$ cat config.mk
export PLATFORM = sky130hd
export DESIGN_NAME = mf3_queue
export DESIGN_NICKNAME = d
export VERILOG_FILES = /design/src/hw/rtl/mf3_pkg.sv /design/src/hw/rtl/mf3_queue.sv
export VERILOG_INCLUDE_DIRS = /design/src /design/src/hw/rtl
export SDC_FILE = /design/constraint.sdc
export NUM_CORES = 1
export LEC_CHECK = 0
export ABC_AREA = 1
export ABC_CLOCK_PERIOD_IN_PS = 12600
export BUFFER_PORTS_ARGS = -buffer_cell sky130_fd_sc_hd__clkbuf_2
export CAP_MARGIN = 10
export CORE_ASPECT_RATIO = 0.5
export CORE_MARGIN = 2
export CORE_UTILIZATION = 45
export CTS_BUF_LIST = sky130_fd_sc_hd__clkbuf_4
export DETAILED_ROUTE_END_ITERATION = 7
export HOLD_SLACK_MARGIN = 0.08
export PLACE_DENSITY = 0.68
export SKIP_CTS_REPAIR_TIMING = 1
export SLEW_MARGIN = 5
export SYNTH_ARGS = -nofsm -noshare
export SYNTH_HDL_FRONTEND = slang
export SYNTH_SLANG_ARGS = --single-unit
export TNS_END_PERCENT = 50
$ cat constraint.sdc
create_clock -name clock -period 12.6 [get_ports clock]
set_clock_uncertainty 0.05 [all_clocks]
set_input_delay 1.89 -clock clock [delete_from_list [all_inputs] [get_ports clock]]
set_output_delay 1.89 -clock clock [all_outputs]
set_load 0.005 [all_outputs]
$ cat src/hw/rtl/median_filter_3x3_defines.svh
// Assertion macros shared by the queue and top-level RTL files.
// Define NO_ASSERTIONS to compile them out.
`ifndef MEDIAN_FILTER_3X3_DEFINES_SVH
`define MEDIAN_FILTER_3X3_DEFINES_SVH

`ifndef NO_ASSERTIONS

`define MF3_ASSERT(label, prop) \
   label: assert property (@(posedge clock) disable iff (reset) (prop)) \
      else $error("mf3 assertion failed");

`define MF3_ASSERT_IMPLY(label, ante, cons) \
   label: assert property (@(posedge clock) disable iff (reset) (ante) |-> (cons)) \
      else $error("mf3 assertion failed");

`define MF3_ASSERT_NEXT(label, ante, cons) \
   label: assert property (@(posedge clock) disable iff (reset) (ante) |=> (cons)) \
      else $error("mf3 assertion failed");

`else

`define MF3_ASSERT(label, prop)
`define MF3_ASSERT_IMPLY(label, ante, cons)
`define MF3_ASSERT_NEXT(label, ante, cons)

`endif

`endif

$ cat src/hw/rtl/mf3_pkg.sv
package mf3_pkg;

   localparam int MAX_WIDTH   = 1024;
   localparam int COL_W       = $clog2(MAX_WIDTH);
   localparam int ROW_W       = 16;
   localparam int PIX_W       = 8;
   localparam int WIDTH_W     = 11;
   localparam int MIN_SIZE    = 3;

   localparam int QUEUE_DEPTH = 8;
   localparam int QPTR_W      = $clog2(QUEUE_DEPTH);
   localparam int QCNT_W      = $clog2(QUEUE_DEPTH + 1);

   localparam int CSR_IDX_W   = 1;
   localparam int CSR_DATA_W  = 16;
   localparam logic [CSR_IDX_W-1:0] CSR_IMAGE_WIDTH  = 1'b0;
   localparam logic [CSR_IDX_W-1:0] CSR_IMAGE_HEIGHT = 1'b1;

   typedef logic [PIX_W-1:0] pixel_type;

   // position and routing info of one request as it moves down the pipe
   typedef struct packed {
      logic [ROW_W-1:0] row;
      logic [ROW_W-1:0] row_up;
      logic [COL_W-1:0] col;
      logic [COL_W-1:0] col_first;
      logic             has_out;
      logic             last_col;
      logic             last_row;
      logic             pass_mid;
      logic             pass_prev;
      pixel_type        px;
   } info_type;

   // one window column, sorted
   typedef struct packed {
      pixel_type lo;
      pixel_type md;
      pixel_type hi;
   } column_type;

   // one queued request: holds everything for its one to three results
   typedef struct packed {
      logic [ROW_W-1:0] row;
      logic [ROW_W-1:0] row_up;
      logic [COL_W-1:0] col;
      logic [COL_W-1:0] col_first;
      pixel_type        value;
      pixel_type        mid;
      pixel_type        px;
      logic             last_col;
      logic             last_row;
   } entry_type;

endpackage

$ cat src/hw/rtl/mf3_queue.sv
module mf3_queue (
   input  logic                            clock,
   input  logic                            reset,
   input  logic                            push_valid,
   input  mf3_pkg::entry_type              push_entry,
   output logic [mf3_pkg::QCNT_W-1:0]      count,
   output logic                            rsp_valid,
   input  logic                            rsp_stall,
   output logic [mf3_pkg::ROW_W-1:0]       rsp_out_row,
   output logic [mf3_pkg::COL_W-1:0]       rsp_out_col,
   output logic [mf3_pkg::PIX_W-1:0]       rsp_out_value,
   output logic                            rsp_last_in_run
);

   import mf3_pkg::*;

   `include "median_filter_3x3_defines.svh"

   typedef enum logic [2:0] {
      PH_FIRST  = 3'b001,
      PH_RIGHT  = 3'b010,
      PH_BOTTOM = 3'b100
   } phase_type;

   localparam logic [QCNT_W-1:0] FULL = QCNT_W'(QUEUE_DEPTH);

   entry_type         mem_ff [QUEUE_DEPTH];
   logic [QPTR_W-1:0] wr_ptr_ff;
   logic [QPTR_W-1:0] rd_ptr_ff;
   logic [QCNT_W-1:0] count_ff;
   logic [QCNT_W-1:0] count_in;
   phase_type         phase_ff;
   phase_type         phase_in;

   entry_type head;
   logic      deliver;
   logic      final_res;
   logic      pop;

   assign head      = mem_ff[rd_ptr_ff];
   assign rsp_valid = (count_ff != '0);
   assign deliver   = rsp_valid & ~rsp_stall;

   always_comb begin
      case (phase_ff)
         PH_FIRST: begin
            rsp_out_row   = head.row_up;
            rsp_out_col   = head.col_first;
            rsp_out_value = head.value;
            final_res     = ~head.last_col & ~head.last_row;
            phase_in      = head.last_col ? PH_RIGHT :
                            head.last_row ? PH_BOTTOM : PH_FIRST;
         end
         PH_RIGHT: begin
            rsp_out_row   = head.row_up;
            rsp_out_col   = head.col;
            rsp_out_value = head.mid;
            final_res     = ~head.last_row;
            phase_in      = head.last_row ? PH_BOTTOM : PH_FIRST;
         end
         PH_BOTTOM: begin
            rsp_out_row   = head.row;
            rsp_out_col   = head.col;
            rsp_out_value = head.px;
            final_res     = 1'b1;
            phase_in      = PH_FIRST;
         end
         default: begin
            rsp_out_row   = head.row_up;
            rsp_out_col   = head.col_first;
            rsp_out_value = head.value;
            final_res     = 1'b1;
            phase_in      = PH_FIRST;
         end
      endcase
   end

   assign rsp_last_in_run = final_res;
   assign pop             = deliver & final_res;
   assign count_in        = count_ff + QCNT_W'(push_valid) - QCNT_W'(pop);
   assign count           = count_ff;

   always_ff @(posedge clock) begin
      if (reset) begin
         wr_ptr_ff <= '0;
         rd_ptr_ff <= '0;
         count_ff  <= '0;
         phase_ff  <= PH_FIRST;
      end else begin
         count_ff <= count_in;
         if (push_valid) begin
            wr_ptr_ff <= wr_ptr_ff + 1'b1;
         end
         if (pop) begin
            rd_ptr_ff <= rd_ptr_ff + 1'b1;
         end
         if (deliver) begin
            phase_ff <= phase_in;
         end
      end
   end

   always_ff @(posedge clock) begin
      if (push_valid) begin
         mem_ff[wr_ptr_ff] <= push_entry;
      end
   end

   `MF3_ASSERT_IMPLY(a_no_overflow, push_valid, count_ff != FULL)
   `MF3_ASSERT_IMPLY(a_right_phase, phase_ff == PH_RIGHT, rsp_valid && head.last_col)
   `MF3_ASSERT_IMPLY(a_bottom_phase, phase_ff == PH_BOTTOM, rsp_valid && head.last_row)

endmodule

; ---- Word-level counts from Yosys, hierarchy flattened
; Memory sizes are Yosys's and may differ from the RTL's. A register that Yosys moved wholly into a read port is not among the register bits.
; Index checks and enable logic that the tools add are counted.
[totals]
ff_bits = 13
mem_bits_rw = 624
input_bits = 82
out_inout_bits = 40
word_cells = 31
n_memories = 1
[op_classes]
n_addsub = 4
n_eq_ne = 3
mux = 11
bitwise_logic = 6
n_reduce_logical = 2
[memory_table]
columns = name, depth, width, rd, rd_clocked_by_memory_dff, wr, line
row1 = mem_ff, 8, 78, 1, 1, 1, mf3_queue.sv:27  ; entry_type mem_ff [QUEUE_DEPTH];
[ops]
columns = operator, n
row1 = 2-to-1 mux 16 bit, 1
row2 = case mux 8 bit (2 select lines), 1
row3 = 2-to-1 mux 3 bit, 4
row4 = 2-to-1 mux 10 bit, 1
row5 = adder 3 x 1 -> 3 bit (second input constant), 2
row6 = case mux 3 bit (2 select lines), 1
row7 = adder 4 x 1 -> 4 bit, 1
row8 = nonzero test 4 bit, 1
row9 = subtractor 4 x 1 -> 4 bit, 1
row10 = AND 1 bit, 3
row11 = == test 3 x 1 -> 1 bit (second input constant), 1
row12 = == test 3 x 2 -> 1 bit (second input constant), 1
row13 = == test 3 bit (second input constant), 1
row14 = NOT 1 bit, 3
row15 = 2-to-1 mux 1 bit, 2
row16 = case mux 1 bit (2 select lines), 1
row17 = OR reduction 2 bit, 1

; ---- Longest topological paths before layout
; Gate-level depths: netlist (run 1).
[depth]
depth_word = 6
depth_mapped = 18
mapped_depth_nobuf = 16

; ---- Worst setup path before layout (run 1)
; Ideal clock, no wire load.
[synth_path]
path_type = input-to-reg
startpoint = input push_valid
endpoint = memory mem_ff[0][0] (netlist bit) (enable)
setup_ns = 0.515
arrival_time_ns = 5.513
required_time_ns = 12.035
setup_slack_ns = 6.522
path_stages = 3
path_buffers = 0
path_cell_list = inv_1 > or2_2 > nor2_1
[synth_via]
elab_chain_cells = 2
[synth_lines]
columns = element, line
row1 = start: declaration, mf3_queue.sv:4  ; input logic push_valid,
row2 = 2-to-1 mux 1 bit, mf3_queue.sv:104  ; if (push_valid) begin
row3 = 2-to-1 mux 1 bit (implied by the code), mf3_queue.sv:105  ; mem_ff[wr_ptr_ff] <= push_entry;
row4 = end: declaration, mf3_queue.sv:27
; Every way passes these cells.

==> results of run 1 <==
==> through the flow <==
step           setup WS [ps]  area [um^2]
2_1_floorplan           6520        25000
4_1_cts                 6500        27900
5_1_grt                 6250        27900
3_5_place_dp            7430        26100
3_3_place_gp            7510        26100
6_report                6540        27900
==> worst reg2reg max path: stages (launching register included) <==
cell     delay [ps]
dfxtp_4        1050
inv_4           680
buf_4           600
nand2_1         250
nand3_1         130
nand3_2         170
nand3_4         140
nor2_4          140
inv_2            50
nand2_1          60
ha_1            140
inv_1            60
fa_1            400
xor2_1          160
nor2_1           50
==> cells in the mapped netlist, drive strengths merged (2+ instances only) <==
cell,count,area [um^2]
clkbuf,72,270
nand2,64,240
o22ai,61,382
ha,6,75.1
a21oi,8,40.0
o21ai,310,1560
nand3,38,235
buf,52,388
inv,34,130
dfxtp,16,320
edfxtp,624,18700
nor2,325,1230
o211ai,62,465
xor2,2,17.5
o221ai,91,797
nand4,2,12.5
==> placed cells by master, fill, tap and decap left out <==
cell type / instances
o21ai_2: 1
diode_2: 7
o21ai_0: 293
nor2_1: 315
o22ai_1: 61
nand3_2: 4
bufinv_16: 2
o21ai_1: 16
inv_1: 28
inv_8: 1
o211ai_1: 62
nor3_4: 1
dfxtp_4: 2
nand2_1: 64
or2_2: 1
clkbuf_2: 121
edfxtp_1: 624
dfxtp_1: 13
inv_2: 10
fa_1: 1
nand4_1: 2
a31oi_2: 1
clkinvlp_4: 2
clkinv_1: 21
a211oi_1: 1
a21oi_1: 8
nand3_4: 2
xor2_1: 2
inv_4: 2
dfxtp_2: 1
buf_4: 23
clkbuf_4: 218
nand3_1: 32
ha_1: 6
nor2_2: 1
nor2_4: 9
o221ai_1: 91
==> kinds of logic (layout without fill, tap and decap cells) <==
family          after synthesis  in the layout  synth area share
buf+inv                     158            428            0.0316
other cells                   0              7                 0
simple gates                431            431            0.0695
fa+ha+maj                     7              7           0.00381
xor+xnor                      2              2          0.000702
flops                       640            640             0.764
compound gates              534            534             0.131
==> power breakdown <==
part	switching [W]	internal, W	total (W)
combinational	0.000921	0.000442	0.00136
clock	0.000774	0.000828	0.00160
sequential	0.0000746	0.00240	0.00247
total	0.00177	0.00367	0.00544
==> layer usage <==
metal | GRT usage | wire length [um] | vias up
li1 | - | - | 7186
met1 | 0.278 | 24800 | 7720
met2 | 0.318 | 27600 | 602
met3 | 0.0477 | 4410 | 104
met4 | 0.0642 | 1010 | 0
met5 | 0 | 0 | -
==> final timing paths <==
path / start / end / slack, ps
setup / recovery: flop / rsp_out_col[8] / 6540
hold / removal: wr_ptr_ff[0]$_SDFFE_PP0P_ / wr_ptr_ff[0]$_SDFFE_PP0P_ / 450
setup reg to reg: flop / count[2]$_SDFF_PP0_ / 8370
hold reg to reg: wr_ptr_ff[0]$_SDFFE_PP0P_ / wr_ptr_ff[0]$_SDFFE_PP0P_ / 450
==> state kept, by name, summed over array words and instances (netlist names), named ones only <==
register	count
count	4
mem_ff	624
phase_ff	3
rd_ptr_ff	3
wr_ptr_ff	3
==> cell type report <==
cell class | count | area share
diodes | 7 | 0.000627
clock buffers | 218 | 0.0586
clock inverters | 32 | 0.00645
inverters | 34 | 0.00502
multi-input cells | 974 | 0.185
flip-flops and latches | 640 | 0.683
well taps | 744 | 0.0333
repair buffers | 144 | 0.0279
==> flow_metrics.env, run 1 <==
export IMPL_yosysSeqAreaShare=0.764
export IMPL_finalMaxSlewViolations=0
export IMPL_die_area_mm2=0.0575
export IMPL_synth_edf_count=624
export IMPL_timing_final_crit_share=0.481
export IMPL_dp_hpwl_mm=28.9
export IMPL_final_setup_viol_count=0
export IMPL_ys_types=33
export IMPL_worst_slew_pin_slew_ps=1220
export IMPL_area_growth_pct=11.9
export IMPL_cp_cell_sequence="buf_4 -> buf_4 -> o21ai_0 -> o221ai_1 -> o211ai_1 -> nand2_1 -> clkbuf_2"
export IMPL_vias=15600
export IMPL_viasPerCell=5.59
export IMPL_startpoint_type="flop"
export IMPL_fmax_mhz=165
export IMPL_worstRegToRegCells=14
export IMPL_routed_wl_mm=57.8
export IMPL_grtUsageTotal=0.201
export IMPL_clkTransAtPathRegs_ps=70
export IMPL_core_mm2=0.0543
export IMPL_crit_slowest_cell="buf_4"
export IMPL_place_gp_congestion=0.751
export IMPL_overflow=0
export IMPL_clock_sinks=640
export IMPL_grt_max_degree=194
export IMPL_seqCellArea_mm2=0.0191
export IMPL_synthesis_yosys_warnings=0
export IMPL_layout_nets=2029
export IMPL_ir_drop_mv=0.0995
export IMPL_drive_gt1_frac=0.197
export IMPL_synthArstFlopShare=0
export IMPL_status="finished clean"
export IMPL_numPlacedInstances=2536
export IMPL_die_y_um=171
export IMPL_io_pins=122
export IMPL_cpMostUsedCell="buf_4"
export IMPL_crit_cells=7
export IMPL_rsz0062_at_grt="no"
export IMPL_total_power_w=0.00544
export IMPL_path_delay_family="buffers and inverters"
export IMPL_stdcell_count=2793
export IMPL_rows=60
export IMPL_tritoncts="done"
export IMPL_drc=0
export IMPL_holdWs_ps=447
export IMPL_clk_latency_ps=820
export IMPL_multi_input_area_mm2=0.00517
export IMPL_dr_pass1_iters=6
export IMPL_relSlewSlack=0.184
export IMPL_cts_root_buf="clkbuf_4"
export IMPL_max_cap_viol_count=0
export IMPL_slowest_delay_ps=930
export IMPL_syn_avg_cell_area_um2=14.1
export IMPL_utilization=0.514
export IMPL_grt_pass1_wl_mm=87.6
export IMPL_wl_per_cell_um=20.7
export IMPL_ant_nets=0
export IMPL_p_leak_nw=9.38
export IMPL_die_w_um=337
export IMPL_required_ps=10660
export IMPL_holdCritPathClass="reg2reg"
export IMPL_initial_core_util=0.460
export IMPL_h_tree_depth=4
export IMPL_grt_pass1_vias=14900
export IMPL_synth_nets=1861
export IMPL_drt_iter0_drc=1639
export IMPL_crit_buf_inv=3
export IMPL_hold_depth=2
export IMPL_clockBufferDepth=3
export IMPL_syn_inst=1772
export IMPL_antenna_found_initial=7
export IMPL_timing_critical_path_to_type="output port"
export IMPL_powerDensity_mw_per_mm2=195
export IMPL_critPathArrivalTime_ps=4120
export IMPL_ys_seq_elements=640
export IMPL_tns_ps=0
export IMPL_nFillCells=4400
export IMPL_syn_cell_area_mm2=0.0250
export IMPL_criticalPathCategory="reg2out"
export IMPL_min_period_ps=6060
export IMPL_synthFlopType="edfxtp_1"
export IMPL_crit_path_max_fanout=104
export IMPL_io_buffer_count=121
export IMPL_hold_viol=0
export IMPL_numCtsBuffers=146
No activity file was read; power rests on OpenSTA's default activity.
==> run 2: changes to the inputs <==
- ABC_AREA: 1 -> 0
- ABC_CLOCK_PERIOD_IN_PS: 12600 -> 5900
- clock period: 12.6 -> 5.9 ns (I/O delays scaled with it)
==> run 2 against run 1 <==
  * Routed wire length fell by 12%
  * Critical path depth fell by 1
  * Count of clock-buffer cells in the layout decreased by 2
  * Core utilization increased by 0.55 points
  * Design area about the same
  * Critical endpoint is now rsp_out_row[9]
  * Highest routed layer is now met5
==> flow_metrics.env, run 2 <==
export IMPL_synthFlopType="edfxtp_1"
export IMPL_place_gp_congestion=0.723
export IMPL_worst_slew_pin_slew_ps=1010
export IMPL_hold_viol=0
export IMPL_ys_seq_elements=640
export IMPL_fmax_mhz=219
export IMPL_criticalPathCategory="reg2out"
export IMPL_timing_critical_path_to_type="output port"
export IMPL_status="finished clean"
export IMPL_synthArstFlopShare=0
export IMPL_ant_nets=0
export IMPL_drt_iter0_drc=1069
export IMPL_crit_buf_inv=2
export IMPL_viasPerCell=5.55
export IMPL_layout_nets=1407
export IMPL_final_cell_mix="edfxtp_1, clkbuf_4, mux4_2"
export IMPL_tns_ps=0
export IMPL_die_y_um=169
export IMPL_p_leak_nw=8.84
export IMPL_io_pins=122
export IMPL_startpoint_type="flop"
export IMPL_cp_cell_sequence="buf_4 -> mux4_2 -> nor2b_1 -> a211oi_1 -> a21oi_1 -> clkbuf_2"
export IMPL_top_register="mem_ff"
export IMPL_syn_avg_cell_area_um2=22.6
export IMPL_area_growth_pct=14.0
export IMPL_synth_area_top_cells="edfxtp_1, mux4_2, mux2i_1"
export IMPL_dp_hpwl_mm=28.0
export IMPL_clock_sinks=640
export IMPL_drt_met1_wl_mm=21.2
export IMPL_synth_edf_count=624
export IMPL_clkTransAtPathRegs_ps=70
export IMPL_crit_slowest_cell="dfxtp_4"
export IMPL_ir_drop_mv=0.182
export IMPL_timing_final_crit_share=0.774
export IMPL_yosysMostFrequentCell="edfxtp_1"
export IMPL_slowest_delay_ps=920
export IMPL_cts_root_buf="clkbuf_4"
export IMPL_synthTopCellsByCount="edfxtp_1, mux4_2, mux2i_1"
export IMPL_die_w_um=334
export IMPL_drc=0
export IMPL_critPathArrivalTime_ps=3630
export IMPL_max_cap_viol_count=0
export IMPL_required_ps=4970
export IMPL_dp_worst_setup_slack_ps=2120
export IMPL_layout_setup_ws_ps=1340
export IMPL_tritoncts="done"
export IMPL_syn_cell_area_mm2=0.0245
export IMPL_die_area_mm2=0.0565
export IMPL_powerDensity_mw_per_mm2=366
export IMPL_clockBufferDepth=3
export IMPL_io_buffer_count=121
export IMPL_wl_per_cell_um=23.9
export IMPL_grtUsageTotal=0.184
export IMPL_syn_inst=1083
export IMPL_antenna_found_initial=3
export IMPL_grt_max_degree=79
export IMPL_grt_pass1_vias=12600
export IMPL_core_mm2=0.0538
export IMPL_route_top_layer_used="met5"
export IMPL_finalMaxSlewViolations=0
export IMPL_routed_wl_mm=51.0
export IMPL_h_tree_depth=4
export IMPL_wl_met2_mm=25.8
export IMPL_grt_pass1_wl_mm=76.6
export IMPL_largest_reg_flops=624
export IMPL_utilization=0.520
export IMPL_drive_gt1_frac=0.387
export IMPL_met3WireLength_mm=3.22
export IMPL_holdWs_ps=257
export IMPL_dr_pass1_iters=5
export IMPL_numCtsBuffers=142
export IMPL_synth_top_area_cell="edfxtp_1"
export IMPL_synthesis_yosys_warnings=0
export IMPL_initial_core_util=0.456
export IMPL_path_delay_family="flip-flops"
export IMPL_rsz0062_at_grt="no"
export IMPL_rows=60
export IMPL_crit_path_max_fanout=42
export IMPL_relSlewSlack=0.324
export IMPL_clk_latency_ps=820
export IMPL_final_setup_viol_count=0
export IMPL_yosysSeqAreaShare=0.778
export IMPL_min_period_ps=4560
export IMPL_vias=11900
export IMPL_overflow=0
export IMPL_holdCritPathClass="in2reg"
export IMPL_synth_nets=1172
export IMPL_synth_top_cell_area_share=0.764
export IMPL_final_common_cell="edfxtp_1"
export IMPL_ys_types=39
==> run 2: cell types whose count changed in the layout (fill, tap and decap cells not counted), sizes merged, moves of 23 or more <==
cell,delta
a211oi,+25
a21oi,+23
inv,-31
mux2i,+55
mux4,+154
nand2,-55
nand3,-38
nor2,-306
nor2b,+28
o211ai,-61
o21ai,-302
o221ai,-90
o22ai,-61
==> run 2: layer usage <==
layer,track usage,vias to the layer above
met2,0.300,413
met3,0.0441,81
met4,0.0619,2
li1,-,5117
met1,0.245,6252
met5,0,-
==> run 2: worst paths after layout <==
path / from / to / slack, ps / depth (start not counted)
hold reg to reg: rd_ptr_ff[2]$_SDFFE_PP0P_ / flop / 450 / 2
setup / recovery: flop / rsp_out_row[9] / 1340 / 6
hold / removal: push_entry[0] / mem_ff[4][0]$_DFFE_PP_ / 260 / 1
setup reg to reg: flop / count[3]$_SDFF_PP0_ / 2520 / 10
==> run 2: final cells by class <==
| cell class | instances | area, um^2 |
|---|---|---|
| flip-flops and latches | 640 | 19100 |
| clock buffers | 216 | 1620 |
| inverters | 6 | 22.5 |
| clock inverters | 32 | 256 |
| repair buffers | 147 | 863 |
| diodes | 2 | 5.00 |
| well taps | 713 | 892 |
| fillers | 4200 | 25800 |
| multi-input cells | 381 | 5220 |
==> run 2: power breakdown <==
part | total [W] | leakage [nW] | internal, W | switching, W
Combinational | 0.00147 | 1.93 | 0.000771 | 0.000694
Sequential | 0.00524 | 5.80 | 0.00512 | 0.000119
Clock | 0.00353 | 1.11 | 0.00185 | 0.00168
==> run 2: kinds of logic (layout without fill, tap and decap cells) <==
logic type               Yosys count  count (layout)  share of synthesized area
AO/OA/AOI/OAI                     79              79                     0.0208
buffers and inverters             62             401                     0.0122
multiplexers                     214             214                      0.166
XOR/XNOR                           7               7                    0.00250
AND/OR/NAND/NOR                   74              74                     0.0168
adder cells (fa/ha/maj)            7               7                    0.00388
other                              0               2                          0
flip-flops                       640             640                      0.778
==> run 2: stage by stage <==
stage,instance area (um^2),instances,total power [W]
2_1_floorplan,24500,1083,0.00640
3_3_place_gp,26100,1887,0.00681
3_5_place_dp,26100,1887,0.00685
4_1_cts,27900,2135,0.0104
5_1_grt,27900,2137,0.0107
6_report,27900,2137,0.0102
==> run 3: changes to the inputs <==
- ABC_CLOCK_PERIOD_IN_PS: 5900 -> 4100
- PLACE_DENSITY: 0.68 -> 0.7
- clock period: 5.9 -> 4.1 ns (I/O delays scaled with it)
==> run 3 against run 2 <==
  * First-iteration DRC count is 17% higher
  * Global-route usage up 0.097 points
  * Cell count up 3.6%
  * Critical path type unchanged
  * Largest power group unchanged
==> flow_metrics.env, run 3 (synthesis gave the netlist of run 2 again) <==
export IMPL_clockBufferDepth=3
export IMPL_h_tree_depth=4
export IMPL_dp_hpwl_mm=28.0
export IMPL_grtUsageTotal=0.184
export IMPL_holdCritPathClass="in2reg"
export IMPL_multi_input_area_mm2=0.00522
export IMPL_antenna_found_initial=1
export IMPL_relSlewSlack=0.409
export IMPL_layout_nets=1497
export IMPL_fmax_mhz=262
export IMPL_core_mm2=0.0538
export IMPL_p_leak_nw=9.25
export IMPL_crit_path_max_fanout=18
export IMPL_io_buffer_count=121
export IMPL_p_comb_frac=0.154
export IMPL_grt_max_degree=79
export IMPL_cts_root_buf="clkbuf_4"
export IMPL_numCtsBuffers=144
export IMPL_dr_pass1_iters=5
export IMPL_viasPerCell=5.52
export IMPL_required_ps=3430
export IMPL_grt_pass1_vias=12500
export IMPL_max_cap_viol_count=0
export IMPL_critPathArrivalTime_ps=3150
export IMPL_ir_drop_mv=0.236
export IMPL_p_sw_w=0.00361
export IMPL_power_internal_w=0.0114
export IMPL_swShare=0.241
export IMPL_io_pins=122
export IMPL_min_from="reset"
export IMPL_initial_core_util=0.456
export IMPL_gr_usage_met1=0.253
export IMPL_die_y_um=169
export IMPL_drive_gt1_frac=0.369
export IMPL_seqCellArea_mm2=0.0191
export IMPL_utilization=0.539
export IMPL_nFillCells=4050
export IMPL_min_period_ps=3810
export IMPL_place_gp_congestion=0.745
export IMPL_die_area_mm2=0.0565
export IMPL_p_seq_frac=0.499
export IMPL_overflow=0
export IMPL_startpoint_type="flop"
export IMPL_clk_latency_ps=820
export IMPL_die_w_um=334
export IMPL_final_common_cell="edfxtp_1"
export IMPL_hold_viol=0
export IMPL_grt_pass1_wl_mm=76.9
export IMPL_worst_slew_pin_slew_ps=884
export IMPL_vias=12200
export IMPL_tritoncts="done"
export IMPL_status="finished clean"
export IMPL_worstRegToRegCells=11
export IMPL_final_setup_viol_count=0
export IMPL_timing_critical_path_to_type="output port"
export IMPL_met3_usage=0.0423
export IMPL_rsz0062_at_grt="no"
export IMPL_wl_per_cell_um=23.4
export IMPL_area_growth_pct=18.2
export IMPL_drt_iter0_drc=1255
export IMPL_criticalPathCategory="reg2out"
export IMPL_clock_sinks=640
export IMPL_routed_wl_mm=51.7
export IMPL_stdcell_count=2214
export IMPL_top_register="mem_ff"
export IMPL_rows=60
export IMPL_final_cell_mix="edfxtp_1, clkbuf_4, mux4_2"
export IMPL_clkTransAtPathRegs_ps=70
export IMPL_drc=0
export IMPL_ant_nets=0
export IMPL_clock_power_share=0.347
export IMPL_timing_final_crit_share=0.930
export IMPL_busiest_layer="met2"
export IMPL_largest_reg_flops=624
export IMPL_holdWs_ps=118
export IMPL_powerDensity_mw_per_mm2=518
export IMPL_numPlacedInstances=1895
export IMPL_hold_depth=2
export IMPL_finalMaxSlewViolations=0
export IMPL_grtUsageMet2=0.294
-- run 3: cell count changes in the layout (fill, tap and decap cells not counted) --
cell / before / now
diode_2: 2 / 1
buf_12: 5 / 15
bufinv_16: 4 / 8
clkinv_2: 0 / 2
clkinv_4: 3 / 1
clkbuf_4: 216 / 207
dlygate4sd3_1: 0 / 79
buf_16: 0 / 1
inv_2: 3 / 1
nor3_4: 2 / 3
clkinv_1: 18 / 15
nor3_2: 2 / 1
buf_4: 21 / 19
-- run 3: per-layer routing --
layer  share of wire  wire length, um
met4           0.015              796
met1            0.42            21500
met3           0.068             3530
met5               0                0
met2            0.50            25800
-- run 3: final cells by class --
type,count,area share
timing repair buffer,235,0.0644
clock inverter,31,0.0121
tap,713,0.0308
clock buffer,207,0.0536
sequential,640,0.658
antenna,1,0.0000863
inverter,6,0.000777
multi-input combinational,381,0.180
-- run 3: final timing paths --
path                    endpoint  slack [ps]
max             rsp_out_value[6]         290
min                         flop         120
max reg2reg  count[3]$_SDFF_PP0_         880
min reg2reg                 flop         470
-- run 3: critical path, cell delays in order, from the launching register on --
cell and delay, ps:
dfxtp_4 590, buf_4 420, mux4_2 550, mux2i_1 320
o22a_1 190, o21ai_0 90, clkbuf_2 130
-- run 3: per-stage QoR --
stage | total power, W | cell area, um^2 | worst slack, ps | setup TNS (ps)
floorplan | 0.00920 | 24500 | -464 | -240100
global placement | 0.00983 | 26300 | 912 | 0
detailed placement | 0.00989 | 26300 | 891 | 0
CTS | 0.0151 | 28200 | 8.80 | 0
global route | 0.0157 | 29000 | 53.6 | 0
finish | 0.0150 | 29000 | 288 | 0
-- run 3: power groups by stage --
stage	logic [W]	clock network (W)	registers, W
final	0.00231	0.00520	0.00749
after global placement	0.00219	0	0.00764
after detailed placement	0.00224	0	0.00766
after CTS	0.00224	0.00534	0.00751
after global routing	0.00251	0.00567	0.00751
after floorplan	0.00162	0	0.00758
