### config.mk
export PLATFORM = sky130hd
export DESIGN_NAME = mf3_median
export DESIGN_NICKNAME = d
export VERILOG_FILES = /design/src/hw/rtl/median_filter_3x3_defines.svh /design/src/hw/rtl/mf3_pkg.sv /design/src/hw/rtl/mf3_median.sv
export SDC_FILE = /design/constraint.sdc
export NUM_CORES = 1
export LEC_CHECK = 0
export ABC_CLOCK_PERIOD_IN_PS = 4900
export BUFFER_PORTS_ARGS = -buffer_cell sky130_fd_sc_hd__buf_2
export CAP_MARGIN = 20
export CELL_PAD_IN_SITES_DETAIL_PLACEMENT = 0
export CELL_PAD_IN_SITES_GLOBAL_PLACEMENT = 1
export CORE_MARGIN = 10
export CORE_UTILIZATION = 35
export DETAILED_ROUTE_END_ITERATION = 7
export GPL_TIMING_DRIVEN = 0
export PLACE_DENSITY_LB_ADDON = 0.05
export SYNTH_ARGS = -nofsm -noshare
export SYNTH_HDL_FRONTEND = slang
export SYNTH_SLANG_ARGS = --single-unit
### constraint.sdc
create_clock -name clock -period 4.9 [get_ports clock]
set_input_delay 0.245 -clock clock [delete_from_list [all_inputs] [get_ports clock]]
set_output_delay 0.245 -clock clock [all_outputs]
set_load 0.005 [all_outputs]
### src/hw/rtl/median_filter_3x3_defines.svh
// Assertion macros shared by the queue and top-level RTL files.
// Define NO_ASSERTIONS to compile them out.
`ifndef MEDIAN_FILTER_3X3_DEFINES_SVH
`define MEDIAN_FILTER_3X3_DEFINES_SVH

`ifndef NO_ASSERTIONS

`define MF3_ASSERT(label, prop) \
   label: assert property (@(posedge clock) disable iff (reset) (prop)) \
      else $error("mf3 assertion failed");

`define MF3_ASSERT_IMPLY(label, ante, cons) \
   label: assert property (@(posedge clock) disable iff (reset) (ante) |-> (cons)) \
      else $error("mf3 assertion failed");

`define MF3_ASSERT_NEXT(label, ante, cons) \
   label: assert property (@(posedge clock) disable iff (reset) (ante) |=> (cons)) \
      else $error("mf3 assertion failed");

`else

`define MF3_ASSERT(label, prop)
`define MF3_ASSERT_IMPLY(label, ante, cons)
`define MF3_ASSERT_NEXT(label, ante, cons)

`endif

`endif

### src/hw/rtl/mf3_pkg.sv
package mf3_pkg;

   localparam int MAX_WIDTH   = 1024;
   localparam int COL_W       = $clog2(MAX_WIDTH);
   localparam int ROW_W       = 16;
   localparam int PIX_W       = 8;
   localparam int WIDTH_W     = 11;
   localparam int MIN_SIZE    = 3;

   localparam int QUEUE_DEPTH = 8;
   localparam int QPTR_W      = $clog2(QUEUE_DEPTH);
   localparam int QCNT_W      = $clog2(QUEUE_DEPTH + 1);

   localparam int CSR_IDX_W   = 1;
   localparam int CSR_DATA_W  = 16;
   localparam logic [CSR_IDX_W-1:0] CSR_IMAGE_WIDTH  = 1'b0;
   localparam logic [CSR_IDX_W-1:0] CSR_IMAGE_HEIGHT = 1'b1;

   typedef logic [PIX_W-1:0] pixel_type;

   // position and routing info of one request as it moves down the pipe
   typedef struct packed {
      logic [ROW_W-1:0] row;
      logic [ROW_W-1:0] row_up;
      logic [COL_W-1:0] col;
      logic [COL_W-1:0] col_first;
      logic             has_out;
      logic             last_col;
      logic             last_row;
      logic             pass_mid;
      logic             pass_prev;
      pixel_type        px;
   } info_type;

   // one window column, sorted
   typedef struct packed {
      pixel_type lo;
      pixel_type md;
      pixel_type hi;
   } column_type;

   // one queued request: holds everything for its one to three results
   typedef struct packed {
      logic [ROW_W-1:0] row;
      logic [ROW_W-1:0] row_up;
      logic [COL_W-1:0] col;
      logic [COL_W-1:0] col_first;
      pixel_type        value;
      pixel_type        mid;
      pixel_type        px;
      logic             last_col;
      logic             last_row;
   } entry_type;

endpackage

### src/hw/rtl/mf3_median.sv
module mf3_median (
   input  logic                clock,
   input  logic                reset,
   input  logic                in_valid,
   input  mf3_pkg::info_type   in_info,
   input  mf3_pkg::pixel_type  in_top,
   input  mf3_pkg::pixel_type  in_mid,
   output logic [1:0]          busy_count,
   output logic                out_valid,
   output mf3_pkg::entry_type  out_entry
);

   import mf3_pkg::*;

   function automatic pixel_type max2(input pixel_type a, input pixel_type b);
      return (a > b) ? a : b;
   endfunction

   function automatic pixel_type min2(input pixel_type a, input pixel_type b);
      return (a < b) ? a : b;
   endfunction

   function automatic pixel_type med3(input pixel_type a, input pixel_type b,
                                      input pixel_type c);
      return max2(min2(a, b), min2(max2(a, b), c));
   endfunction

   // stage 2: sorted column of the current request
   logic       s2_valid_ff;
   info_type   s2_info_ff;
   column_type s2_col_ff;
   pixel_type  s2_mid_ff;

   // window: the two previous columns, plus middle pixel of the previous request
   column_type col_a_ff;
   column_type col_b_ff;
   pixel_type  prev_mid_ff;

   // stage 3: merged candidates
   logic       s3_valid_ff;
   info_type   s3_info_ff;
   pixel_type  s3_lo_ff;
   pixel_type  s3_md_ff;
   pixel_type  s3_hi_ff;
   pixel_type  s3_mid_ff;
   pixel_type  s3_prev_ff;

   column_type col_in;
   pixel_type  lo_in;
   pixel_type  md_in;
   pixel_type  hi_in;
   pixel_type  median;
   pixel_type  value;

   // sort the incoming column (top, mid, pixel)
   always_comb begin
      col_in.lo = min2(min2(in_top, in_mid), in_info.px);
      col_in.hi = max2(max2(in_top, in_mid), in_info.px);
      col_in.md = med3(in_top, in_mid, in_info.px);
   end

   // median of nine = med3(max of lows, med of meds, min of highs)
   always_comb begin
      lo_in = max2(max2(col_a_ff.lo, col_b_ff.lo), s2_col_ff.lo);
      md_in = med3(col_a_ff.md, col_b_ff.md, s2_col_ff.md);
      hi_in = min2(min2(col_a_ff.hi, col_b_ff.hi), s2_col_ff.hi);
   end

   always_ff @(posedge clock) begin
      if (reset) begin
         s2_valid_ff <= 1'b0;
         s3_valid_ff <= 1'b0;
      end else begin
         s2_valid_ff <= in_valid;
         s3_valid_ff <= s2_valid_ff;
      end
   end

   always_ff @(posedge clock) begin
      if (in_valid) begin
         s2_info_ff <= in_info;
         s2_col_ff  <= col_in;
         s2_mid_ff  <= in_mid;
      end
      if (s2_valid_ff) begin
         col_a_ff    <= col_b_ff;
         col_b_ff    <= s2_col_ff;
         prev_mid_ff <= s2_mid_ff;
         s3_info_ff  <= s2_info_ff;
         s3_lo_ff    <= lo_in;
         s3_md_ff    <= md_in;
         s3_hi_ff    <= hi_in;
         s3_mid_ff   <= s2_mid_ff;
         s3_prev_ff  <= prev_mid_ff;
      end
   end

   always_comb begin
      median = med3(s3_lo_ff, s3_md_ff, s3_hi_ff);
      if (s3_info_ff.pass_mid) begin
         value = s3_mid_ff;
      end else if (s3_info_ff.pass_prev) begin
         value = s3_prev_ff;
      end else begin
         value = median;
      end
   end

   always_comb begin
      out_entry.row       = s3_info_ff.row;
      out_entry.row_up    = s3_info_ff.row_up;
      out_entry.col       = s3_info_ff.col;
      out_entry.col_first = s3_info_ff.col_first;
      out_entry.value     = value;
      out_entry.mid       = s3_mid_ff;
      out_entry.px        = s3_info_ff.px;
      out_entry.last_col  = s3_info_ff.last_col;
      out_entry.last_row  = s3_info_ff.last_row;
   end

   assign out_valid  = s3_valid_ff & s3_info_ff.has_out;
   assign busy_count = {1'b0, s2_valid_ff} + {1'b0, s3_valid_ff};

endmodule

Word level (Yosys, flattened, before mapping)
Index checks and enable logic that the tools add are counted.

storage, ports and cells
  logic and storage cells = 77
  bits of input ports = 84
  output and inout bits = 81
  register bits = 252

cells by class
  magnitude comparators = 18
  add/subtract/negate cells = 1
  muxes and demuxes = 20
  bitwise gates (word level) = 1

operators with widths
  cell                           number
  two-way mux 8 bit              20
  greater-than comparator 8 bit  9
  < comparator 8 bit             9
  adder 1 x 1 -> 2 bit           1
  AND 1 bit                      1

Depth between registers and ports, before layout
Gate-level depths: netlist of the first run.

  depth after elaboration = 8
  depth in mapped cells = 25
  mapped depth without buffers = 23

Least setup slack after synthesis of the first run
OpenSTA, ideal clock, no wires.

  path kind = register -> register
  start = register col_a_ff[15] (netlist bit)
  end = register s3_md_ff[1], data pin
  required time = 4.636 ns
  stages on the path, launching flop included = 22
  buffers on the path = 1
  period minus slack after synthesis = 4.989 ns
  library setup time = 0.264 ns
  arrival time = 4.725 ns
  slack = -0.089 ns
  path through = edfxtp_1 > ha_1 > a21oi_1 > o21ai_0 > o21a_1 > nor2_2 > mux2_2 > ha_1 > a21oi_1 > o21ai_1 > or3_1 > or3_1 > o211ai_4 > mux2i_1 > ha_1 > nor2b_1 > o21ai_0 > a21oi_1 > o21bai_1 > a22oi_1 > clkbuf_1 > o21ai_1

between the ends
  cells in the longest elaborated chain, start to end = 6
  elaborated cells between the ends (all ways) = 8
  those cells by class = order compare (4); mux (4)

ends and longest elaborated chain
  element                        line              text
  start: declaration             mf3_median.sv:35  column_type col_a_ff;
  start signal: assignment       mf3_median.sv:86  col_a_ff <= col_b_ff;
  greater-than comparator 8 bit  mf3_median.sv:16  return (a > b) ? a : b;
  two-way mux 8 bit              mf3_median.sv:16
  < comparator 8 bit             mf3_median.sv:20  return (a < b) ? a : b;
  two-way mux 8 bit              mf3_median.sv:20
  greater-than comparator 8 bit  mf3_median.sv:16
  two-way mux 8 bit (*)          mf3_median.sv:16
  via md_in[1]                   mf3_median.sv:50  pixel_type md_in;
  end signal: assignment         mf3_median.sv:91  s3_md_ff <= md_in;
  end: declaration               mf3_median.sv:43  pixel_type s3_md_ff;

Mark *: on every way through the listed nets, which the timed path passes. The rest lies on a longest branch.
A chain may end at the register's enable or synchronous reset.

==> results.py, run 1 <==
metrics = {
    "setup_path": {
        "worstSetupPathType": "flip-flop to output port",
        "worstSetupStartpoint": "s3_md_ff[1]",
        "critPathMaxFanout": 7,
        "r2r-start": "col_a_ff[15]",
        "required_ns": 4.66,
        "end_kind": "output port",
        "arrival_ns": 5.65,
        "cp-start-kind": "flip-flop",
    },
    "timing": {
        "finalMaxSlewViolations": 0,
        "relSlewSlack_pct": 46.1,
        "setup_violations": 16,
        "period_share_pct": 120,
        "tightestPinTransition_ns": 0.809,
        "grt_setup_unrepaired": "yes",
        "finClkSkew_ns": 0.0104,
        "final_hold_viol_count": 0,
        "period_minus_slack_ns": 5.90,
        "setup_slack_ns": -0.998,
        "fmax_ghz": 0.170,
    },
    "die": {
        "core_mm2": 0.0354,
        "initial_core_util_pct": 35.3,
        "dieArea_mm2": 0.0437,
        "die_height_um": 209,
        "num_rows": 69,
        "die_width_um": 209,
        "io_pins": 165,
    },
    "grt": {
        "track_usage_pct": 13.7,
        "grt_pass1_vias": 8510,
        "grt_max_degree": 67,
        "grt_pass1_wl_mm": 48.1,
        "grt-ovfl-total": 0,
        "antenna_found_initial": 0,
    },
    "route": {
        "viasPerCell": 4.65,
        "vias": 8004,
        "drtIter0Drc": 300,
        "postRouteWirelength_mm": 30.6,
        "ant_nets": 0,
        "dr.pass1.iters": 4,
        "drcViolationCount": 0,
        "wl_per_cell_um": 17.8,
    },
    "logic_synthesis": {
        "syn_area_mm2": 0.0125,
        "yosysUniqueCellTypes": 54,
        "synth_ff_type": "edfxtp_1",
        "synth_warnings": 0,
        "yosysSeqAreaShare_pct": 60.4,
        "netlist_instances": 886,
        "async_reset_ff_share_pct": 0,
        "synth_nets": 1078,
        "avgSynthCellArea_um2": 14.1,
        "ys_ff_latch": 252,
        "synth_edf_count": 250,
    },
    "place": {
        "hpwl_mm": 21.6,
        "post-place-cells": 1514,
        "dpl_cell_area_mm2": 0.0140,
        "port_buffers": 164,
        "gp_congestion": 0.753,
    },
    "cts": {
        "cts_max_level": 1,
        "cts-buffers-inserted": 29,
        "cts_tree": "built",
        "clock_sinks": 252,
        "cts_root_buf": "clkbuf_16",
        "cts_buffer_depth": 3,
        "clkTransAtPathRegs_ns": 0.06,
        "insertion_delay_ns": 0.55,
    },
    "power": {
        "peakVddDrop_mv": 0.258,
        "finalPower_uw": 7660,
        "power.density_mw_per_mm2": 447,
        "leakage_uw": 0.00709,
    },
    "layout": {
        "diodes": 0,
        "area.growth.synth_to_final_pct": 37.1,
        "layout.cells.non_filler": 1722,
        "design_area_mm2": 0.0171,
        "drive_above_1_share_pct": 43.1,
        "final_nets": 1432,
        "fill_cells": 3199,
    },
    "min_path": {
        "min_path_type": "primary input to flip-flop",
        "min_from": "in_top[1]",
    },
    "run_status": {
        "status": "complete, but fails checks",
        "violations": "setup timing",
    },
    "run": {
        "maxCapViolations": 0,
    },
}
where the power goes:
group / internal (uW) / leakage, uW / switching, uW / total (uW)
clock network: 1290 / 0.000450 / 849 / 2140
registers: 2660 / 0.00240 / 140 / 2800
logic: 1430 / 0.00424 / 1290 / 2730
total: 5380 / 0.00709 / 2280 / 7660
path summary, 6_finish.rpt:
kind                   end  slack (ns)  cells past startpoint
max          out_entry[23]        -1.0                     26
max reg2reg    s3_md_ff[0]       -0.09                     21
min           s2_col_ff[9]        0.25                      4
min reg2reg   out_entry[7]        0.41                      0
cell usage in the layout (no fill, tap or decap), types with 4 or more instances in the layout:
master and n:
ha_4 23, a21oi_4 5, nand3_1 6, clkinv_1 8
clkbuf_16 29, o21a_1 14, bufinv_16 4, o21ai_0 25
o21ai_1 9, ha_1 85, buf_6 8, inv_1 83
buf_2 164, o211ai_1 4, nor2b_1 10, mux2i_1 13
nand2_2 5, nand2_1 26, a21o_1 19, a21oi_1 24
dlygate4sd3_1 74, clkbuf_1 6, nor2_1 16, a222oi_1 5
nand4_1 13, buf_12 4, edfxtp_1 250, o21ai_2 14
a21oi_2 10, mux2_4 14, mux2_2 66, nand2b_1 4
buf_4 135, mux2i_4 12
registers in the layout, summed over array words and instances, names as in the netlist:
name / cells
s2_valid_ff: 1
col_a_ff: 24
s3_mid_ff: 8
col_b_ff: 24
out_entry: 62
s2_info_ff: 65
s3_lo_ff: 8
s3_hi_ff: 8
s2_mid_ff: 8
s3_prev_ff: 8
s2_col_ff: 24
s3_valid_ff: 1
s3_md_ff: 8
s3_info_ff: 3
worst max-delay path, cell delays in order, from the launching register on:
cell and delay (ns):
edfxtp_1 0.41, inv_1 0.12, ha_4 0.21, nor2b_1 0.13, o211ai_1 0.26, a21oi_2 0.13
nor2_4 0.15, buf_12 0.13, mux2_4 0.32, ha_4 0.27, and4_4 0.22, o21ai_2 0.05
a21oi_2 0.21, nor4bb_2 0.27, and3b_2 0.26, buf_12 0.16, mux2i_4 0.20, ha_4 0.27
a21o_1 0.12, a21oi_2 0.06, a32o_1 0.20, a21o_1 0.20, nor3_4 0.28, buf_4 0.19
nor2b_4 0.12, a211oi_1 0.04, buf_2 0.14
final cells by class:
type / count / area [um^2] / share of cell area [%]
Timing Repair Buffer: 323 / 2320 / 13.5
Sequential cell: 252 / 7550 / 44.1
Buffer: 69 / 528 / 3.08
Multi-Input combinational cell: 480 / 4910 / 28.6
Clock buffer: 34 / 744 / 4.34
Tap cell: 461 / 577 / 3.37
Clock inverter: 18 / 193 / 1.12
Inverter: 85 / 319 / 1.86
cell families (layout without fill, tap and decap cells):
kind of cell | count (synthesis) | count (layout) | share of synthesized area, %
AOI/OAI and AO/OA | 151 | 151 | 7.93
and+or+nand+nor | 114 | 114 | 4.87
adders and majority gates | 108 | 108 | 10.8
buffers and inverters | 154 | 529 | 6.57
muxes | 107 | 107 | 9.40
DFF | 252 | 252 | 60.4
layer usage:
layer	vias up	global-route usage, %	wire (um)
li1	3986	-	-
met1	3821	17.4	13800
met2	147	22.8	14600
met3	50	3.18	1530
met4	0	3.77	684
met5	-	0	0
stage by stage:
stage | utilization, % | setup slack [ns] | setup TNS, ns | hold WS (ns)
after global routing | 48.4 | -1.27 | -11.98 | 0.246
after global placement | 39.3 | -1.78 | -202.26 | 0.400
after floorplan | - | 0.0114 | 0 | 0.317
after CTS | 47.0 | -0.972 | -7.52 | 0.233
after detailed placement | 39.5 | -1.05 | -19.16 | 0.405
final | 48.4 | -0.998 | -8.18 | 0.251
synth_stat cells (2+ instances only):
master	instances	area (um^2)
ha_1	108	1350
clkbuf_1	3	11.3
nand3_1	9	45.0
o22ai_1	3	18.8
o21bai_1	2	15.0
a222oi_1	5	50.1
dfxtp_1	2	40.0
a21o_1	19	143
and4_1	2	17.5
nor2_1	16	60.1
o21ai_0	37	185
buf_4	64	480
mux2_2	79	890
nor3_1	4	20.0
a21oi_1	36	180
a21oi_2	2	17.5
o21a_1	14	105
a22oi_1	2	15.0
or3_1	3	18.8
edfxtp_1	250	7510
nand2_1	34	128
buf_2	2	10.0
o21ai_1	11	55.1
mux2i_1	27	270
o211ai_1	4	30.0
nand4_1	13	81.3
nor2_2	4	25.0
inv_1	85	319
nor2b_1	13	81.3
nand2b_1	5	31.3
and3_1	3	18.8
a211oi_1	3	22.5
what timing repair did:
action,4_1_cts,5_1_grt
gates resized for setup,104,56
endpoints found under the hold margin,75,0
setup endpoints to repair,23,24
pin swaps,32,30
gates cloned,1,0
hold buffers,74,0
buffers inserted,53,29
Power figures use the tool's default switching activity.
==> run 2: changes to the inputs <==
--- a/config.mk
+++ b/config.mk
@@ -15,6 +15,7 @@
 export DETAILED_ROUTE_END_ITERATION = 7
 export GPL_TIMING_DRIVEN = 0
 export PLACE_DENSITY_LB_ADDON = 0.05
+export REMOVE_ABC_BUFFERS = 1
 export SYNTH_ARGS = -nofsm -noshare
 export SYNTH_HDL_FRONTEND = slang
 export SYNTH_SLANG_ARGS = --single-unit
==> results.py, run 2 (synthesized netlist as in run 1, its figures left out) <==
metrics = {
    "run_status": {
        "status": "complete, but fails checks",
        "violations": "setup timing",
    },
    "setup_path": {
        "slowest_stage": "edfxtp_1",
        "cpPeakStageDelay_ns": 0.51,
        "critPathMaxFanout": 7,
        "worst_path_most_repeated_cell": "ha_4",
        "required_ns": 4.66,
        "reg2regPathDepth": 22,
        "cp-start-kind": "flip-flop",
        "end_kind": "output port",
        "arrival_ns": 5.71,
        "path_cells": "ha_4 > nand4_1 > o21a_2 > nor2_4 > buf_12 > mux2_4 > ha_4 > and4_1 > o21ai_2 > a21oi_4 > nor4bb_4 > and3b_2 > buf_12 > mux2i_4 > ha_4 > a21o_1 > a21oi_2 > a32o_1 > a21o_1 > nor3_4 > buf_6 > a222oi_1 > o21ai_1 > buf_2",
        "worstSetupPathType": "flip-flop to output port",
    },
    "power": {
        "clkPwrFrac_pct": 28.7,
        "switchingPower_uw": 2180,
        "leakage_uw": 0.00661,
        "p_sw_share_pct": 29.9,
        "p_seq_share_pct": 38.2,
        "combPwrFrac_pct": 33.0,
        "peakVddDrop_mv": 0.276,
        "internal_power_uw": 5120,
        "power.density_mw_per_mm2": 449,
    },
    "route": {
        "vias": 7574,
        "viasPerCell": 4.66,
        "drtIter0Drc": 290,
        "ant_nets": 0,
        "drcViolationCount": 0,
        "postRouteWirelength_mm": 29.5,
        "wl_per_cell_um": 18.1,
        "dr.pass1.iters": 6,
    },
    "min_path": {
        "min_path_type": "primary input to flip-flop",
        "min_path_cells": 3,
    },
    "timing": {
        "period_minus_slack_ns": 5.96,
        "finalMaxSlewViolations": 0,
        "setup_violations": 16,
        "tightestPinTransition_ns": 0.812,
        "finClkSkew_ns": 0.0127,
        "final_hold_viol_count": 0,
        "relSlewSlack_pct": 45.9,
        "grt_setup_unrepaired": "yes",
        "setup_slack_ns": -1.06,
        "period_share_pct": 122,
        "fmax_ghz": 0.168,
    },
    "grt": {
        "grt_max_degree": 62,
        "track_usage_pct": 13.2,
        "grt_pass1_wl_mm": 46.3,
        "grt_pass1_vias": 8006,
        "antenna_found_initial": 4,
        "grt-ovfl-total": 0,
    },
    "layout": {
        "final_nets": 1333,
        "final_cell_mix": "250 x edfxtp_1, 163 x buf_2, 87 x ha_1",
        "layout.cells.non_filler": 1626,
        "drive_above_1_share_pct": 36.8,
        "fin_util_pct": 45.8,
        "top_register": "s2_info_ff",
        "area.growth.synth_to_final_pct": 29.9,
        "largest_reg_flops": 65,
        "final_common_cell": "edfxtp_1",
    },
    "die": {
        "initial_core_util_pct": 35.3,
        "io_pins": 165,
        "core_mm2": 0.0354,
        "die_width_um": 209,
        "die_height_um": 209,
        "dieArea_mm2": 0.0437,
        "num_rows": 69,
    },
    "cts": {
        "insertion_delay_ns": 0.55,
        "clkTransAtPathRegs_ns": 0.06,
        "cts_max_level": 1,
        "cts-buffers-inserted": 29,
        "cts_root_buf": "clkbuf_16",
        "clock_sinks": 252,
        "cts_buffer_depth": 3,
        "cts_tree": "built",
    },
    "place": {
        "port_buffers": 164,
        "hpwl_mm": 21.7,
        "gp_congestion": 0.743,
        "post-place-cells": 1445,
    },
    "run": {
        "maxCapViolations": 0,
    },
}
-- run 2: changes by cell type in the layout (fill, tap and decap cells not counted), sizes merged --
cell and change:
buf -96, clkbuf -8, clkinv +5, clkinvlp -2
diode +2, inv +2, a22oi +1, bufinv -1
nor2 +1
-- run 2: per-layer routing --
layer  up-vias  GRT usage [%]  share of wire [%]
met5         -              0               0.13
met4         4           3.27                1.8
met3        38           3.65                5.4
met2       150           21.3                 46
met1      3593           17.2                 46
li1       3789              -                  -
-- run 2: layout make-up --
type | instances | area [um^2]
fill | 3231 | 19200
sequential | 252 | 7550
multi-input combinational | 482 | 4750
timing repair buffer | 291 | 2090
clock buffer | 31 | 733
tap | 461 | 577
inverter | 85 | 319
clock inverter | 22 | 200
antenna | 2 | 5.00
-- run 2: final timing paths --
| path | startpoint | to | slack [ns] |
|---|---|---|---|
| setup / recovery | s3_lo_ff[2] | out_entry[21] | -1.06 |
| hold / removal | in_top[7] | s2_col_ff[7] | 0.24 |
| setup reg to reg | col_b_ff[15] | s3_md_ff[0] | -0.19 |
| hold reg to reg | s2_info_ff[6] | out_entry[8] | 0.41 |
-- run 2: worst max-delay path: cells and delay by family, from the launching register on --
kind / cells / cell delay (ns)
simple gates: 6 / 1.08
buf+inv: 4 / 0.59
compound gates: 9 / 1.58
fa+ha+maj: 3 / 0.83
flops: 1 / 0.51
mux: 2 / 0.55
-- run 2: power by group through the flow --
stage	sequential (uW)	combinational, uW	clock (uW)
final	2790	2410	2100
after global routing	2810	2660	2260
after CTS	2790	2290	2180
after detailed placement	2830	1690	0
after global placement	2860	1660	0
after floorplan	2800	1140	0
-- run 2: stage by stage --
step / hold slack (ns) / setup WS, ns / setup TNS, ns / cell area [um^2] / power [uW]
after floorplan: 0.317 / -0.234 / -1.57 / 12000 / 3930
after global placement: 0.400 / -1.69 / -196.31 / 13400 / 4520
after detailed placement: 0.405 / -1.35 / -28.34 / 13500 / 4520
after CTS: 0.219 / -1.06 / -8.97 / 15900 / 7250
after global routing: 0.231 / -1.36 / -13.50 / 16200 / 7740
final: 0.242 / -1.06 / -9.18 / 16200 / 7290
-- run 2: repair_timing --
item | 4_1_cts | 5_1_grt
hold buffers | 74 | 0
gates resized for setup | 91 | 25
pin swaps | 44 | 27
buffers inserted | 35 | 15
endpoints found under the hold margin | 75 | 0
gates cloned | 2 | 0
endpoints found under the setup margin | 24 | 24
==> run 3: changes to the inputs <==
==> constraint.sdc (replaced) <==
create_clock -name clock -period 4.9 [get_ports clock]
set_input_delay 0.735 -clock clock [delete_from_list [all_inputs] [get_ports clock]]
set_output_delay 0.735 -clock clock [all_outputs]
set_load 0.005 [all_outputs]
==> results.py, run 3 (synthesized netlist as in run 1, its figures left out) <==
metrics = {
    "power": {
        "clkPwrFrac_pct": 28.8,
        "leakage_uw": 0.00633,
        "combPwrFrac_pct": 32.9,
        "peakVddDrop_mv": 0.276,
        "p_seq_share_pct": 38.3,
        "internal_power_uw": 5100,
        "p_sw_share_pct": 30.0,
        "switchingPower_uw": 2190,
        "power.density_mw_per_mm2": 468,
    },
    "place": {
        "gp_congestion": 0.743,
        "post-place-cells": 1445,
        "port_buffers": 164,
        "dpl_cell_area_mm2": 0.0135,
        "hpwl_mm": 21.7,
        "dp_slack_ns": -1.84,
    },
    "die": {
        "num_rows": 69,
        "dieArea_mm2": 0.0437,
        "core_mm2": 0.0354,
        "io_pins": 165,
        "initial_core_util_pct": 35.3,
        "die_height_um": 209,
        "die_width_um": 209,
    },
    "setup_path": {
        "worstSetupPathType": "flip-flop to output port",
        "critPathMaxFanout": 7,
        "cp_top_family": "compound AO/OA/AOI/OAI gates",
        "reg2regPathDepth": 22,
        "crit_buf_inv": 4,
        "worstSetupPathDepth": 24,
        "cpPeakStageDelay_ns": 0.51,
        "end_kind": "output port",
        "timing.rr.end": "s3_md_ff[0]",
        "required_ns": 4.16,
        "r2r-start": "col_b_ff[15]",
        "path_cells": "ha_4 > nand4_1 > o21a_2 > nor2_4 > buf_12 > mux2_4 > ha_4 > and4_1 > o21ai_2 > a21oi_4 > nor4bb_4 > and3b_2 > buf_12 > mux2i_4 > ha_4 > a21o_1 > a21oi_2 > a32o_1 > a21o_1 > nor3_4 > buf_6 > a222oi_1 > o21ai_1 > buf_2",
        "cp-start-kind": "flip-flop",
        "r2r_setup_slack_ns": -0.18,
        "slowest_stage": "edfxtp_1",
        "worst_path_most_repeated_cell": "ha_4",
        "arrival_ns": 5.72,
    },
    "route": {
        "ant_nets": 0,
        "wl_per_cell_um": 18.8,
        "drcViolationCount": 0,
        "drtIter0Drc": 312,
        "postRouteWirelength_mm": 29.4,
        "vias": 7381,
        "viasPerCell": 4.73,
        "dr.pass1.iters": 5,
    },
    "layout": {
        "design_area_mm2": 0.0156,
        "fin_util_pct": 44.1,
        "drive_above_1_share_pct": 40.2,
        "layout.cells.non_filler": 1560,
        "final_common_cell": "edfxtp_1",
        "top_register": "s2_info_ff",
        "largest_reg_flops": 65,
        "area.growth.synth_to_final_pct": 24.8,
        "final_cell_mix": "250 x edfxtp_1, 163 x buf_2, 87 x ha_1",
        "final_nets": 1267,
    },
    "cts": {
        "cts_tree": "built",
        "clkTransAtPathRegs_ns": 0.06,
        "cts_root_buf": "clkbuf_16",
        "insertion_delay_ns": 0.55,
        "cts-buffers-inserted": 29,
        "holdBufCountCts": 0,
        "clock_sinks": 252,
        "cts_buffer_depth": 3,
        "cts_max_level": 1,
    },
    "run": {
        "maxCapViolations": 0,
    },
    "timing": {
        "tightestPinTransition_ns": 0.811,
        "setup_slack_ns": -1.56,
        "setup_violations": 16,
        "final_hold_viol_count": 0,
        "finalMaxSlewViolations": 0,
        "finalSetupTns_ns": -13.10,
        "period_minus_slack_ns": 6.46,
        "grt_setup_unrepaired": "yes",
        "relSlewSlack_pct": 45.9,
        "finClkSkew_ns": 0.0121,
        "period_share_pct": 132,
        "fmax_ghz": 0.155,
    },
    "grt": {
        "grt_pass1_wl_mm": 45.2,
        "grt-ovfl-total": 0,
        "grt_pass1_vias": 7673,
        "antenna_found_initial": 4,
        "grt_max_degree": 62,
        "track_usage_pct": 13.0,
    },
    "run_status": {
        "status": "complete, but fails checks",
        "violations": "setup timing",
    },
    "min_path": {
        "min_from": "reset",
        "min_to": "s2_valid_ff",
        "min_path_cells": 2,
        "min_path_type": "primary input to flip-flop",
    },
}
[run 3: cell count changes in the layout (fill, tap and decap cells not counted), moves of 2 or more]
| cell | before | now |
|---|---|---|
| dlygate4sd3_1 | 74 | 0 |
| buf_4 | 41 | 47 |
| o21ai_0 | 27 | 23 |
| o21ai_1 | 11 | 15 |
| a21oi_1 | 27 | 25 |
| a21oi_2 | 7 | 9 |
[run 3: worst max-delay path by stage]
stage / start / to
final: s3_lo_ff[2] / out_entry[21]
after global routing: s3_lo_ff[0] / out_entry[19]
after CTS: s3_lo_ff[1] / out_entry[22]
after detailed placement: s3_lo_ff[1] / out_entry[22]
after global placement: s2_valid_ff / busy_count[0]
after floorplan: s3_lo_ff[1] / out_entry[19]
[run 3: area by class of cell]
class | instances | area [um^2]
Multi-Input combinational cell | 483 | 4790
Antenna cell | 2 | 5.00
Clock buffer | 31 | 733
Fill cell | 3278 | 19800
Timing Repair Buffer | 224 | 1420
Sequential cell | 252 | 7550
Clock inverter | 22 | 200
Inverter | 85 | 319
Tap cell | 461 | 577
[run 3: per-stage QoR]
step | hold WS [ns] | power (uW)
2_1_floorplan | 0.400 | 3930
3_3_place_gp | 0.400 | 4520
3_5_place_dp | 0.405 | 4520
4_1_cts | 0.303 | 7230
5_1_grt | 0.312 | 7730
6_report | 0.345 | 7290
[run 3: power by group through the flow]
stage          logic [uW]  registers (uW)  clock network [uW]
2_1_floorplan        1140            2800                   0
3_3_place_gp         1660            2860                   0
3_5_place_dp         1690            2830                   0
4_1_cts              2260            2790                2180
5_1_grt              2650            2810                2260
6_report             2400            2790                2100
[run 3: what timing repair did]
item                                   4_1_cts  5_1_grt
gates cloned                                 3        0
setup endpoints to repair                   24       24
pin swaps                                   46       31
setup buffers                               37       20
endpoints found under the hold margin        0        0
resized for setup                           95       32
[run 3: per-layer routing]
| layer | routed length (um) | up-vias | GRT usage (%) |
|---|---|---|---|
| li1 | - | 3663 | - |
| met1 | 13700 | 3513 | 17.2 |
| met4 | 489 | 4 | 3.15 |
| met2 | 13500 | 163 | 20.8 |
| met3 | 1660 | 38 | 3.39 |
| met5 | 25 | - | 0 |
